**src/design/rgba_ob_pkg.sv**
```systemverilog
// shared types and constants for the rgba over blend pipeline
package rgba_ob_pkg;

  localparam logic [7:0] CH_MAX = 8'd255;

  // channel positions inside a pixel
  localparam int CH_R = 0;
  localparam int CH_G = 1;
  localparam int CH_B = 2;
  localparam int CH_A = 3;
  localparam int N_COLOR = 3;
  localparam int N_LANES = 4;

  // numerator <= 255^3, divisor <= 255*255, quotient <= 255
  localparam int NUM_W = 24;
  localparam int DEN_W = 16;
  localparam int QUO_W = 8;

  localparam int PREP_STAGES = 2;
  localparam int DIV_STAGES  = QUO_W;
  localparam int N_STAGES    = PREP_STAGES + DIV_STAGES + 1;

  typedef logic [N_LANES-1:0][7:0] pix_t;

  typedef enum logic [1:0] {
    MODE_DST   = 2'd0,
    MODE_SRC   = 2'd1,
    MODE_BLEND = 2'd2
  } mode_e;

  typedef struct packed {
    mode_e mode;
    pix_t  pix;
  } side_t;

endpackage

```
**src/design/rgba_ob_prep.sv**
```systemverilog
// two-stage product and divisor setup ahead of the divider lanes
module rgba_ob_prep import rgba_ob_pkg::*; (
  input  logic                        clk_i,
  input  logic [PREP_STAGES-1:0]      en_i,
  input  pix_t                        src_i,
  input  pix_t                        dst_i,
  input  logic                        vis_i,
  output logic [N_COLOR-1:0][NUM_W-1:0] num_o,
  output logic [DEN_W-1:0]            den_o,
  output side_t                       side_o
);

  logic [N_COLOR-1:0][15:0] ps_d, ps_q, pd_d, pd_q;
  logic [7:0]               inv_d, inv_q, sa_q;
  logic [15:0]              dai_d, dai_q;
  side_t                    side1_d, side1_q, side2_q;
  logic [N_COLOR-1:0][NUM_W-1:0] num_d, num_q;
  logic [N_COLOR-1:0][NUM_W-1:0] mul;
  logic [DEN_W-1:0]         den_d, den_q;

  // stage one: the first multiplications and the case decision
  always_comb begin
    inv_d = CH_MAX - src_i[CH_A];
    for (int k = 0; k < N_COLOR; k++) begin
      ps_d[k] = {8'd0, src_i[k]} * {8'd0, src_i[CH_A]};
      pd_d[k] = {8'd0, dst_i[k]} * {8'd0, dst_i[CH_A]};
    end
    dai_d = {8'd0, dst_i[CH_A]} * {8'd0, inv_d};
    if (!vis_i || src_i[CH_A] == 8'd0) begin
      side1_d.mode = MODE_DST;
      side1_d.pix  = dst_i;
    end else if (src_i[CH_A] == CH_MAX || dst_i[CH_A] == 8'd0) begin
      side1_d.mode = MODE_SRC;
      side1_d.pix  = src_i;
    end else begin
      side1_d.mode = MODE_BLEND;
      side1_d.pix  = src_i;
    end
  end

  always_ff @(posedge clk_i) begin
    if (en_i[0]) begin
      ps_q    <= ps_d;
      pd_q    <= pd_d;
      inv_q   <= inv_d;
      sa_q    <= src_i[CH_A];
      dai_q   <= dai_d;
      side1_q <= side1_d;
    end
  end

  // stage two: times 255 as shift and subtract, second product, sums
  always_comb begin
    for (int k = 0; k < N_COLOR; k++) begin
      mul[k]   = {8'd0, pd_q[k]} * {16'd0, inv_q};
      num_d[k] = {ps_q[k], 8'd0} - {8'd0, ps_q[k]} + mul[k];
    end
    den_d = {sa_q, 8'd0} - {8'd0, sa_q} + dai_q;
  end

  always_ff @(posedge clk_i) begin
    if (en_i[1]) begin
      num_q   <= num_d;
      den_q   <= den_d;
      side2_q <= side1_q;
    end
  end

  assign num_o  = num_q;
  assign den_o  = den_q;
  assign side_o = side2_q;

endmodule

```
**src/design/rgba_ob_div_lane.sv**
```systemverilog
// pipelined restoring divider, one quotient bit per stage
module rgba_ob_div_lane import rgba_ob_pkg::*; (
  input  logic                  clk_i,
  input  logic [DIV_STAGES-1:0] en_i,
  input  logic [NUM_W-1:0]      num_i,
  input  logic [DEN_W-1:0]      den_i,
  output logic [QUO_W-1:0]      quo_o
);

  logic [NUM_W-1:0] rem_q [DIV_STAGES];
  logic [DEN_W-1:0] den_q [DIV_STAGES];
  logic [QUO_W-1:0] quo_q [DIV_STAGES];

  logic [NUM_W-1:0] rem_in [DIV_STAGES];
  logic [DEN_W-1:0] den_in [DIV_STAGES];
  logic [QUO_W-1:0] quo_in [DIV_STAGES];
  logic [NUM_W-1:0] rem_d  [DIV_STAGES];
  logic [QUO_W-1:0] quo_d  [DIV_STAGES];
  logic [NUM_W-1:0] sub    [DIV_STAGES];
  logic [NUM_W:0]   trial  [DIV_STAGES];

  always_comb begin
    rem_in[0] = num_i;
    den_in[0] = den_i;
    quo_in[0] = '0;
    for (int i = 1; i < DIV_STAGES; i++) begin
      rem_in[i] = rem_q[i-1];
      den_in[i] = den_q[i-1];
      quo_in[i] = quo_q[i-1];
    end
    for (int i = 0; i < DIV_STAGES; i++) begin
      // msb first: stage i decides quotient bit QUO_W-1-i
      sub[i]   = {{(NUM_W-DEN_W){1'b0}}, den_in[i]} << (QUO_W - 1 - i);
      trial[i] = {1'b0, rem_in[i]} - {1'b0, sub[i]};
      if (!trial[i][NUM_W]) begin
        rem_d[i] = trial[i][NUM_W-1:0];
        quo_d[i] = quo_in[i] | (QUO_W'(1) << (QUO_W - 1 - i));
      end else begin
        rem_d[i] = rem_in[i];
        quo_d[i] = quo_in[i];
      end
    end
  end

  always_ff @(posedge clk_i) begin
    for (int i = 0; i < DIV_STAGES; i++) begin
      if (en_i[i]) begin
        rem_q[i] <= rem_d[i];
        den_q[i] <= den_in[i];
        quo_q[i] <= quo_d[i];
      end
    end
  end

  assign quo_o = quo_q[DIV_STAGES-1];

endmodule

```
**src/design/rgba_ob_merge.sv**
```systemverilog
// merges lane quotients with the bypass pixel into the output register
module rgba_ob_merge import rgba_ob_pkg::*; (
  input  logic  clk_i,
  input  logic  en_i,
  input  pix_t  quo_i,
  input  side_t side_i,
  output pix_t  pix_o
);

  pix_t pix_d, pix_q;

  always_comb begin
    case (side_i.mode)
      MODE_BLEND: pix_d = quo_i;
      MODE_DST,
      MODE_SRC:   pix_d = side_i.pix;
      default:    pix_d = side_i.pix;
    endcase
  end

  always_ff @(posedge clk_i) begin
    if (en_i) begin
      pix_q <= pix_d;
    end
  end

  assign pix_o = pix_q;

endmodule

```
**src/design/rgba_over_blend.sv**
```systemverilog
// top level: porter-duff over blend of straight-alpha rgba8 pixels
//
// usage
// - input channel: in_valid_i / in_ready_o carry one source pixel, one
//   destination pixel and the layer visible flag per transfer
// - output channel: out_valid_o / out_ready_i carry the blended pixel
// - one pixel per cycle sustained while out_ready_i is high; results come out in input order
// - eleven register stages: two product stages, eight divider stages (one
//   quotient bit each), one output stage
// - three divider lanes run side by side on red, green and blue and share
//   the blend divisor; alpha is that divisor over 255 by shift and add,
//   delayed alongside the lanes
// - each stage has its own valid bit and moves whenever the stage after it
//   is empty or moving, so bubbles are squeezed out during a stall
// - while the receiver stalls, the held result stays put and new pixels
//   keep entering until every stage is full; then in_ready_o drops
// - reset empties the pipeline; results in flight are dropped, none is made up
module rgba_over_blend import rgba_ob_pkg::*; (
  input  logic       clk_i,
  input  logic       rst_ni,
  input  logic       in_valid_i,
  output logic       in_ready_o,
  input  logic [7:0] src_red_i,
  input  logic [7:0] src_green_i,
  input  logic [7:0] src_blue_i,
  input  logic [7:0] src_alpha_i,
  input  logic [7:0] dst_red_i,
  input  logic [7:0] dst_green_i,
  input  logic [7:0] dst_blue_i,
  input  logic [7:0] dst_alpha_i,
  input  logic       src_visible_i,
  output logic       out_valid_o,
  input  logic       out_ready_i,
  output logic [7:0] out_red_o,
  output logic [7:0] out_green_o,
  output logic [7:0] out_blue_o,
  output logic [7:0] out_alpha_o
);

  logic [N_STAGES-1:0] v_q;
  logic [N_STAGES-1:0] en;

  pix_t  src_pix, dst_pix;
  logic [N_COLOR-1:0][NUM_W-1:0] num;
  logic [DEN_W-1:0] den;
  side_t prep_side;
  side_t side_q [DIV_STAGES];
  logic [DEN_W-1:0] alpha_sum;
  logic [7:0]       alpha_q [DIV_STAGES];
  pix_t  quo;
  pix_t  out_pix;

  // stage enables: a stage loads when it is empty or its item moves on
  always_comb begin
    en[N_STAGES-1] = !v_q[N_STAGES-1] || out_ready_i;
    for (int k = N_STAGES - 2; k >= 0; k--) begin
      en[k] = !v_q[k] || en[k+1];
    end
  end

  always_ff @(posedge clk_i or negedge rst_ni) begin
    if (!rst_ni) begin
      v_q <= '0;
    end else begin
      if (en[0]) begin
        v_q[0] <= in_valid_i;
      end
      for (int k = 1; k < N_STAGES; k++) begin
        if (en[k]) begin
          v_q[k] <= v_q[k-1];
        end
      end
    end
  end

  assign in_ready_o  = en[0];
  assign out_valid_o = v_q[N_STAGES-1];

  // pack the input pixels in channel order
  always_comb begin
    src_pix[CH_R] = src_red_i;
    src_pix[CH_G] = src_green_i;
    src_pix[CH_B] = src_blue_i;
    src_pix[CH_A] = src_alpha_i;
    dst_pix[CH_R] = dst_red_i;
    dst_pix[CH_G] = dst_green_i;
    dst_pix[CH_B] = dst_blue_i;
    dst_pix[CH_A] = dst_alpha_i;
  end

  rgba_ob_prep u_prep (
    .clk_i  (clk_i),
    .en_i   (en[PREP_STAGES-1:0]),
    .src_i  (src_pix),
    .dst_i  (dst_pix),
    .vis_i  (src_visible_i),
    .num_o  (num),
    .den_o  (den),
    .side_o (prep_side)
  );

  // colour lanes: blended numerator over the shared divisor
  for (genvar g = 0; g < N_COLOR; g++) begin : g_color
    rgba_ob_div_lane u_lane (
      .clk_i (clk_i),
      .en_i  (en[PREP_STAGES +: DIV_STAGES]),
      .num_i (num[g]),
      .den_i (den),
      .quo_o (quo[g])
    );
  end

  // alpha: floor(den / 255) as (den + (den >> 8) + 1) >> 8, exact up to 255*255
  assign alpha_sum = den + {8'd0, den[DEN_W-1:8]} + DEN_W'(1);

  // case decision, bypass pixel and alpha ride alongside the divider stages
  always_ff @(posedge clk_i) begin
    if (en[PREP_STAGES]) begin
      side_q[0]  <= prep_side;
      alpha_q[0] <= alpha_sum[DEN_W-1:8];
    end
    for (int i = 1; i < DIV_STAGES; i++) begin
      if (en[PREP_STAGES+i]) begin
        side_q[i]  <= side_q[i-1];
        alpha_q[i] <= alpha_q[i-1];
      end
    end
  end

  assign quo[CH_A] = alpha_q[DIV_STAGES-1];

  rgba_ob_merge u_merge (
    .clk_i  (clk_i),
    .en_i   (en[N_STAGES-1]),
    .quo_i  (quo),
    .side_i (side_q[DIV_STAGES-1]),
    .pix_o  (out_pix)
  );

  assign out_red_o   = out_pix[CH_R];
  assign out_green_o = out_pix[CH_G];
  assign out_blue_o  = out_pix[CH_B];
  assign out_alpha_o = out_pix[CH_A];

  // an empty output stage means the whole chain can move
  a_ready_when_out_empty: assert property (@(posedge clk_i) disable iff (!rst_ni)
    !out_valid_o |-> in_ready_o)
    else $error("input stalled with empty output stage");

  // only a completely full, stalled pipeline refuses input
  a_full_stall_blocks: assert property (@(posedge clk_i) disable iff (!rst_ni)
    (in_ready_o == 1'b0) |-> (&v_q && !out_ready_i))
    else $error("input refused while a stage was free");

  // a stalled result is kept until its transfer
  a_result_held: assert property (@(posedge clk_i) disable iff (!rst_ni)
    (out_valid_o && !out_ready_i) |=> (out_valid_o && $stable(out_pix)))
    else $error("stalled result changed or dropped");

endmodule
```
**config.mk**
```make
export PLATFORM = sky130hd
export DESIGN_NAME = rgba_over_blend
export DESIGN_NICKNAME = d
export VERILOG_FILES = /design/src/design/rgba_ob_pkg.sv /design/src/design/rgba_ob_prep.sv /design/src/design/rgba_ob_div_lane.sv /design/src/design/rgba_ob_merge.sv /design/src/design/rgba_over_blend.sv
export SDC_FILE = /design/constraint.sdc
export NUM_CORES = 2
export LEC_CHECK = 0
export BUFFER_PORTS_ARGS = -buffer_cell sky130_fd_sc_hd__buf_2
export CAP_MARGIN = 10
export CORE_ASPECT_RATIO = 1.25
export CORE_MARGIN = 3
export CORE_UTILIZATION = 59
export CTS_CLUSTER_SIZE = 28
export DETAILED_ROUTE_END_ITERATION = 8
export PLACE_DENSITY = 0.75
export SLEW_MARGIN = 20
export SYNTH_ARGS = -nofsm -noshare
export SYNTH_HDL_FRONTEND = slang
export SYNTH_SLANG_ARGS = --single-unit
export TNS_END_PERCENT = 100
```
**constraint.sdc**
```tcl
create_clock -name clk_i -period 12.35 [get_ports clk_i]
set_clock_uncertainty 0.1 [all_clocks]
set_input_delay 0 -clock clk_i [delete_from_list [all_inputs] [get_ports clk_i]]
set_output_delay 0 -clock clk_i [all_outputs]
set_load 0.01 [all_outputs]
```
== Yosys cells after proc, flatten, opt, wreduce, memory -nomap -nowiden ==
Memories as Yosys holds them, arrays and structs flattened.
Cells that the tools add are included.
Storage, ports and cells
  logic and storage cells: 190
  memories kept: 11
  register bits: 327
  output and inout bits: 34
  RAM bits: 1488
  input port bits: 69
Memory list
  side_q: words 8, width 34, rd ports 8, clocked after memory_dff 0, wr ports 8, line rgba_over_blend.sv:47  | side_t side_q [DIV_STAGES];
  g_color[0].u_lane.rem_q: words 8, width 24, rd ports 7, clocked after memory_dff 0, wr ports 8, line rgba_ob_div_lane.sv:10  | logic [NUM_W-1:0] rem_q [DIV_STAGES];
  g_color[1].u_lane.rem_q: words 8, width 24, rd ports 7, clocked after memory_dff 0, wr ports 8, line rgba_ob_div_lane.sv:10
  g_color[2].u_lane.rem_q: words 8, width 24, rd ports 7, clocked after memory_dff 0, wr ports 8, line rgba_ob_div_lane.sv:10
  g_color[0].u_lane.den_q: words 8, width 16, rd ports 7, clocked after memory_dff 0, wr ports 8, line rgba_ob_div_lane.sv:11  | logic [DEN_W-1:0] den_q [DIV_STAGES];
  g_color[1].u_lane.den_q: words 8, width 16, rd ports 7, clocked after memory_dff 0, wr ports 8, line rgba_ob_div_lane.sv:11
  +5 memories
Cells by class
  multiplexer cells: 67
  reductions and logical operators: 27
  eq/ne operators: 2
  multipliers: 10
  $add $sub $neg: 35
Operators with widths (number)
  two-way mux 24 bit: 24
  multiplier 8 x 8 -> 16 bit: 7
  subtractor 24 x 16 -> 25 bit: 3
  subtractor 24 x 17 -> 25 bit: 3
  subtractor 24 x 18 -> 25 bit: 3
  subtractor 24 x 19 -> 25 bit: 3
  subtractor 24 x 20 -> 25 bit: 3
  subtractor 24 x 21 -> 25 bit: 3
  subtractor 24 x 22 -> 25 bit: 3
  subtractor 24 x 23 -> 25 bit: 3
  adder 24 bit: 3
  multiplier 16 x 8 -> 24 bit: 3
  subtractor 24 x 16 -> 24 bit: 3
  two-way mux 32 bit: 2
  two-way mux 34 bit: 1
  two-way mux 8 bit: 3
  two-way mux 7 bit: 3
  two-way mux 1 bit: 19
  two-way mux 6 bit: 3
  adder 16 x 1 -> 16 bit, second input constant: 1
  adder 16 bit: 1
  adder 16 x 8 -> 16 bit: 1
  logical NOT 8 bit: 2
  subtractor 16 x 8 -> 16 bit: 1
  other kinds (9): 40

== Longest topological paths before layout ==
  depth in word-level cells: 12
  depth in mapped cells: 22
  depth with buffers taken out: 20

== By module ==
From an unflattened synthesis, not the netlist that was laid out.
Second synthesis, totals
  cell total of the unflattened synthesis: 8846
  area total of the unflattened synthesis: 103180.2 sq um
Modules (own cells, without submodules)
  rgba_ob_div_lane: times used 3, area an instance 17210.3 sq um, cells an instance 1482, seq. area each 9489.1 sq um
  rgba_ob_prep: times used 1, area an instance 39202.6 sq um, cells an instance 3917, seq. area each 8528.2 sq um
  rgba_over_blend: times used 1, area an instance 10827.9 sq um, cells an instance 414, seq. area each 10364.9 sq um
  rgba_ob_merge: times used 1, area an instance 1519.0 sq um, cells an instance 69, seq. area each 960.9 sq um

== Worst setup path after synthesis ==
No wires, ideal clock.
  kind: register to register
  start: register v_q[10]
  end: register u_prep.dai_q[0] (enable)
  path buffers: 0
  cell stages (with the launch flop): 7
  data required time: 10139 ps
  arrival time: 11583 ps
  path slack: -1444 ps
  setup time: 2111 ps
  clock period less this slack: 13794 ps
  cell sequence: dfrtp_1 nor2b_1 nand2_1 nor2_1 nand3_1 nor2_1 nand4_1
Between the ends
  cells in the longest elaborated chain, start to end: 12
Ends and longest elaborated chain
  start, declared: line rgba_over_blend.sv:40  | logic [N_STAGES-1:0] v_q;
  start signal, assigned by index: line rgba_over_blend.sv:70  | v_q[k] <= v_q[k-1];
  logical NOT 1 bit: line rgba_over_blend.sv:55  | en[N_STAGES-1] = !v_q[N_STAGES-1] || out_ready_i;
  logical OR 1 bit: line rgba_over_blend.sv:55
  logical OR 1 bit: line rgba_over_blend.sv:57  | en[k] = !v_q[k] || en[k+1];
  named net en[9]: line rgba_over_blend.sv:41  | logic [N_STAGES-1:0] en;
  logical OR 1 bit (5 in a row): line rgba_over_blend.sv:57
  named net en[4]: line rgba_over_blend.sv:41
  logical OR 1 bit (4 in a row): line rgba_over_blend.sv:57
  named net in_ready_o: line rgba_over_blend.sv:22  | output logic in_ready_o,
  end signal, assigned: line rgba_ob_prep.sv:47  | dai_q <= dai_d;
  end, declared: line rgba_ob_prep.sv:15  | logic [15:0] dai_d, dai_q;
The timed path passes the listed nets, and every way through them passes these cells.
A chain may end at the register's enable or synchronous reset.

==> metrics <==
Tmin final=6.27 ns; Required @ worst endpoint=12.77 ns; status=finished, final reports clean; global-route wire length before repair=348000 um; Clk Latency, worst-skew pair=0.82 ns; Avg WL per Cell=21.2 um; Final Hold Viols=0; Worst-path clk slew=0.06 ns; CP Data Arrival Time=6.69 ns; hpwl dp=172000 um; vias in the first global route=64.2k; Detailed Route Iter0 Violations=between 3k and 4k; global placement routability congestion=0.961; layout cells sized above 1=7.04%; top cells by count, synth=edfxtp_1, inv_1, ha_1; Core ar.=around 160000 um^2; via density per instance=between 5 and 6; Synth Instances=8167; Final setup viols=0; crit-path max FO=48; Synth Flop Type=edfxtp_1; clock sink count=1387; GRT Util Overall=27.6%; cell repeated most along the worst path=fa_1; sequential area share after synthesis=44.2%; IO Port Bufs=~100; boundary pin count=103; Hold Crit Class=in2reg; delay of the slowest cell on the worst path=0.56 ns; top cell type's share of synthesized area=43.9%; CP Cell Sequence=buf_4 -> nand2_1 -> fa_1 -> inv_1 -> fa_1 -> fa_1 -> fa_1 -> inv_1 -> fa_1 -> inv_1 -> ha_1 -> o21a_1 -> a21oi_1 -> a31oi_1 -> a221o_1 -> a21o_1 -> a21o_1 -> a21o_1 -> a21oi_2 -> xnor2_1; CTS Buf Count=137; top-count cell post-synth=edfxtp_1; Synth Area per Inst=between 10 and 15 um^2; Period Utilization, post-route=between 50 and 60%; CP top delay family=adder cells; CTS resizes=0; Die X=363 um; Max-cap violations=0; slowest stage cell, crit path=fa_1; critical path launch point type=flop; Max Clock Freq=160 MHz; Worst-Margin Slew=1.15 ns; CP Capture Type=flop; CTS Buffer Depth=3; full die area=164000 um^2; CP Class=reg2reg; Root Buffer Master=clkbuf_16; Syn. warnings=0; number of routed nets with antenna violations=0; EDFF count, synth=1376; setup TNS=0 ns; Rel. slew slack=a little under a quarter; Buf+Inv Stages, Crit Path=4; largest net degree at the start of global routing=77; Die Height=452 um; largest cells by area after synthesis=edfxtp_1, fa_1, ha_1; Area growth syn-to-layout=8.96%; Placed Cells=10.2k; Finished Layout Cells=approximately 11k; DRC=0; post-synthesis register bit count=1387; RSZ-0062 raised after global routing=false; row count=163; CTS tree=yes; final wirelength=224000 um; Synth Cell Area=94100 um^2; global route overflow=0; Final Net Count=a little under 10k; asr flop ratio synth=less than 1%; DRT Pass-1 Iters=6; max-slew violation count=0; Initial Util=59.5%; antenna violations before repair=11; syn nets=9689; cell accounting for the most synthesized area=edfxtp_1; synth unique cells=approximately 110; FILL cells=approximately 12k; htree depth=4; total number of vias=60.9k
-- metrics by stage --
| step | hold WS [ns] | utilization, % | setup slack (ns) | instance area [um^2] |
|---|---|---|---|---|
| finish | 0.0986 | 64.8 | 6.08 | 103000 |
| global route | 0.107 | 64.8 | 5.70 | 102000 |
| CTS | 0.0218 | 64.8 | 6.07 | 102000 |
| detailed placement | -0.210 | 61.3 | 6.16 | 96900 |
| global placement | -0.222 | 61.3 | 6.17 | 96900 |
| floorplan | -0.396 | - | 0.309 | 94100 |
-- layout make-up --
type                    count  area, um^2  area share (%)
clock inverters            87        1210            1.18
clock buffers             166        3540            3.45
repair buffers            241        1760            1.72
flip-flops and latches   1387       41600            40.6
inverters                1038        3900            3.81
well taps                2062        2580            2.52
diodes                      6        15.0          0.0146
multi-input cells        5556       47900            46.7
-- timing repair --
action | in CTS | in global routing
hold buffers | 82 | 0
buffers inserted | 0 | 0
hold endpoints to repair | 166 | 0
-- layer usage --
layer / global-route usage [%] / part of all wire [%]
met1: 29.1 / 35
met5: 0 / 0.021
met3: 3.47 / 3.9
met4: 18.8 / 8.0
met2: 51.1 / 53
-- sequential cells by signal, indices dropped and copies added (netlist names), 11 cells and up --
signal and cells:
side_q 272, u_merge.pix_o 32, u_prep.ps_q 48, u_prep.side_o 34, g_color.u_lane.den_q 112, u_prep.side1_q 34, alpha_q 64, u_prep.pd_q 48
u_prep.den_o 16, g_color.u_lane.quo_q 108, g_color.u_lane.rem_q 504, u_prep.dai_q 16, v_q 11, u_prep.num_o 72
-- cell families (layout without fill, tap and decap cells) --
group | count (synthesis) | after routing | share of synthesized area (%)
other cells | 0 | 6 | 0
flops | 1387 | 1387 | 44.2
compound gates | 1360 | 1360 | 9.32
buf+inv | 1224 | 1532 | 5.00
xor+xnor | 465 | 465 | 4.33
simple gates | 2127 | 2127 | 11.1
mux | 151 | 151 | 1.80
fa+ha+maj | 1453 | 1453 | 24.2
-- worst min-delay path, cell delays in order --
cell and delay (ns):
buf_2 0.27, and2_1 0.18, ha_1 0.13, ha_1 0.13, ha_1 0.13
-- final timing paths --
path	startpoint	endpoint	slack, ns	depth (start not counted)
setup / recovery	u_prep.inv_q[0]	u_prep.num_o[70]	6.08	20
hold / removal	src_blue_i[2]	u_prep.ps_q[34]	0.1	5
setup reg to reg	u_prep.inv_q[0]	u_prep.num_o[70]	6.08	20
hold reg to reg	u_prep.side_o[33]	side_q[0][33]	0.28	0
max in group asynchronous	rst_ni	v_q[3]	11.53	3
min in group asynchronous	rst_ni	v_q[7]	0.19	3
-- cell usage in the layout, fill, tap and decap left out, types with 19 or more instances in the layout --
cell type,synthesis,routed
a211oi_1,27,27
a21boi_0,19,19
a21o_1,145,145
a21oi_1,387,387
a31oi_1,33,32
and2_1,409,409
and3_1,23,23
buf_2,21,102
buf_4,7,57
clkbuf_1,136,29
clkbuf_16,0,137
clkinv_1,4,25
clkinv_2,0,20
dlygate4sd3_1,0,82
edfxtp_1,1376,1376
fa_1,613,613
ha_1,840,840
inv_1,1033,1031
mux2_2,126,126
mux2i_1,19,19
nand2_1,759,756
nand2b_1,100,100
nand3_1,87,84
nand4_1,32,32
nor2_1,356,355
nor2b_1,110,109
nor3_1,91,91
nor4_1,26,26
o21a_1,97,97
o21ai_0,345,344
o21bai_1,44,44
o31ai_1,43,42
or2_2,26,26
or3_1,32,32
or4_1,21,21
xnor2_1,262,262
xor2_1,203,203
Power is left out: the tool's default activity adds up to more than one toggle a clock period on the data nets, which glitch-free logic cannot reach.
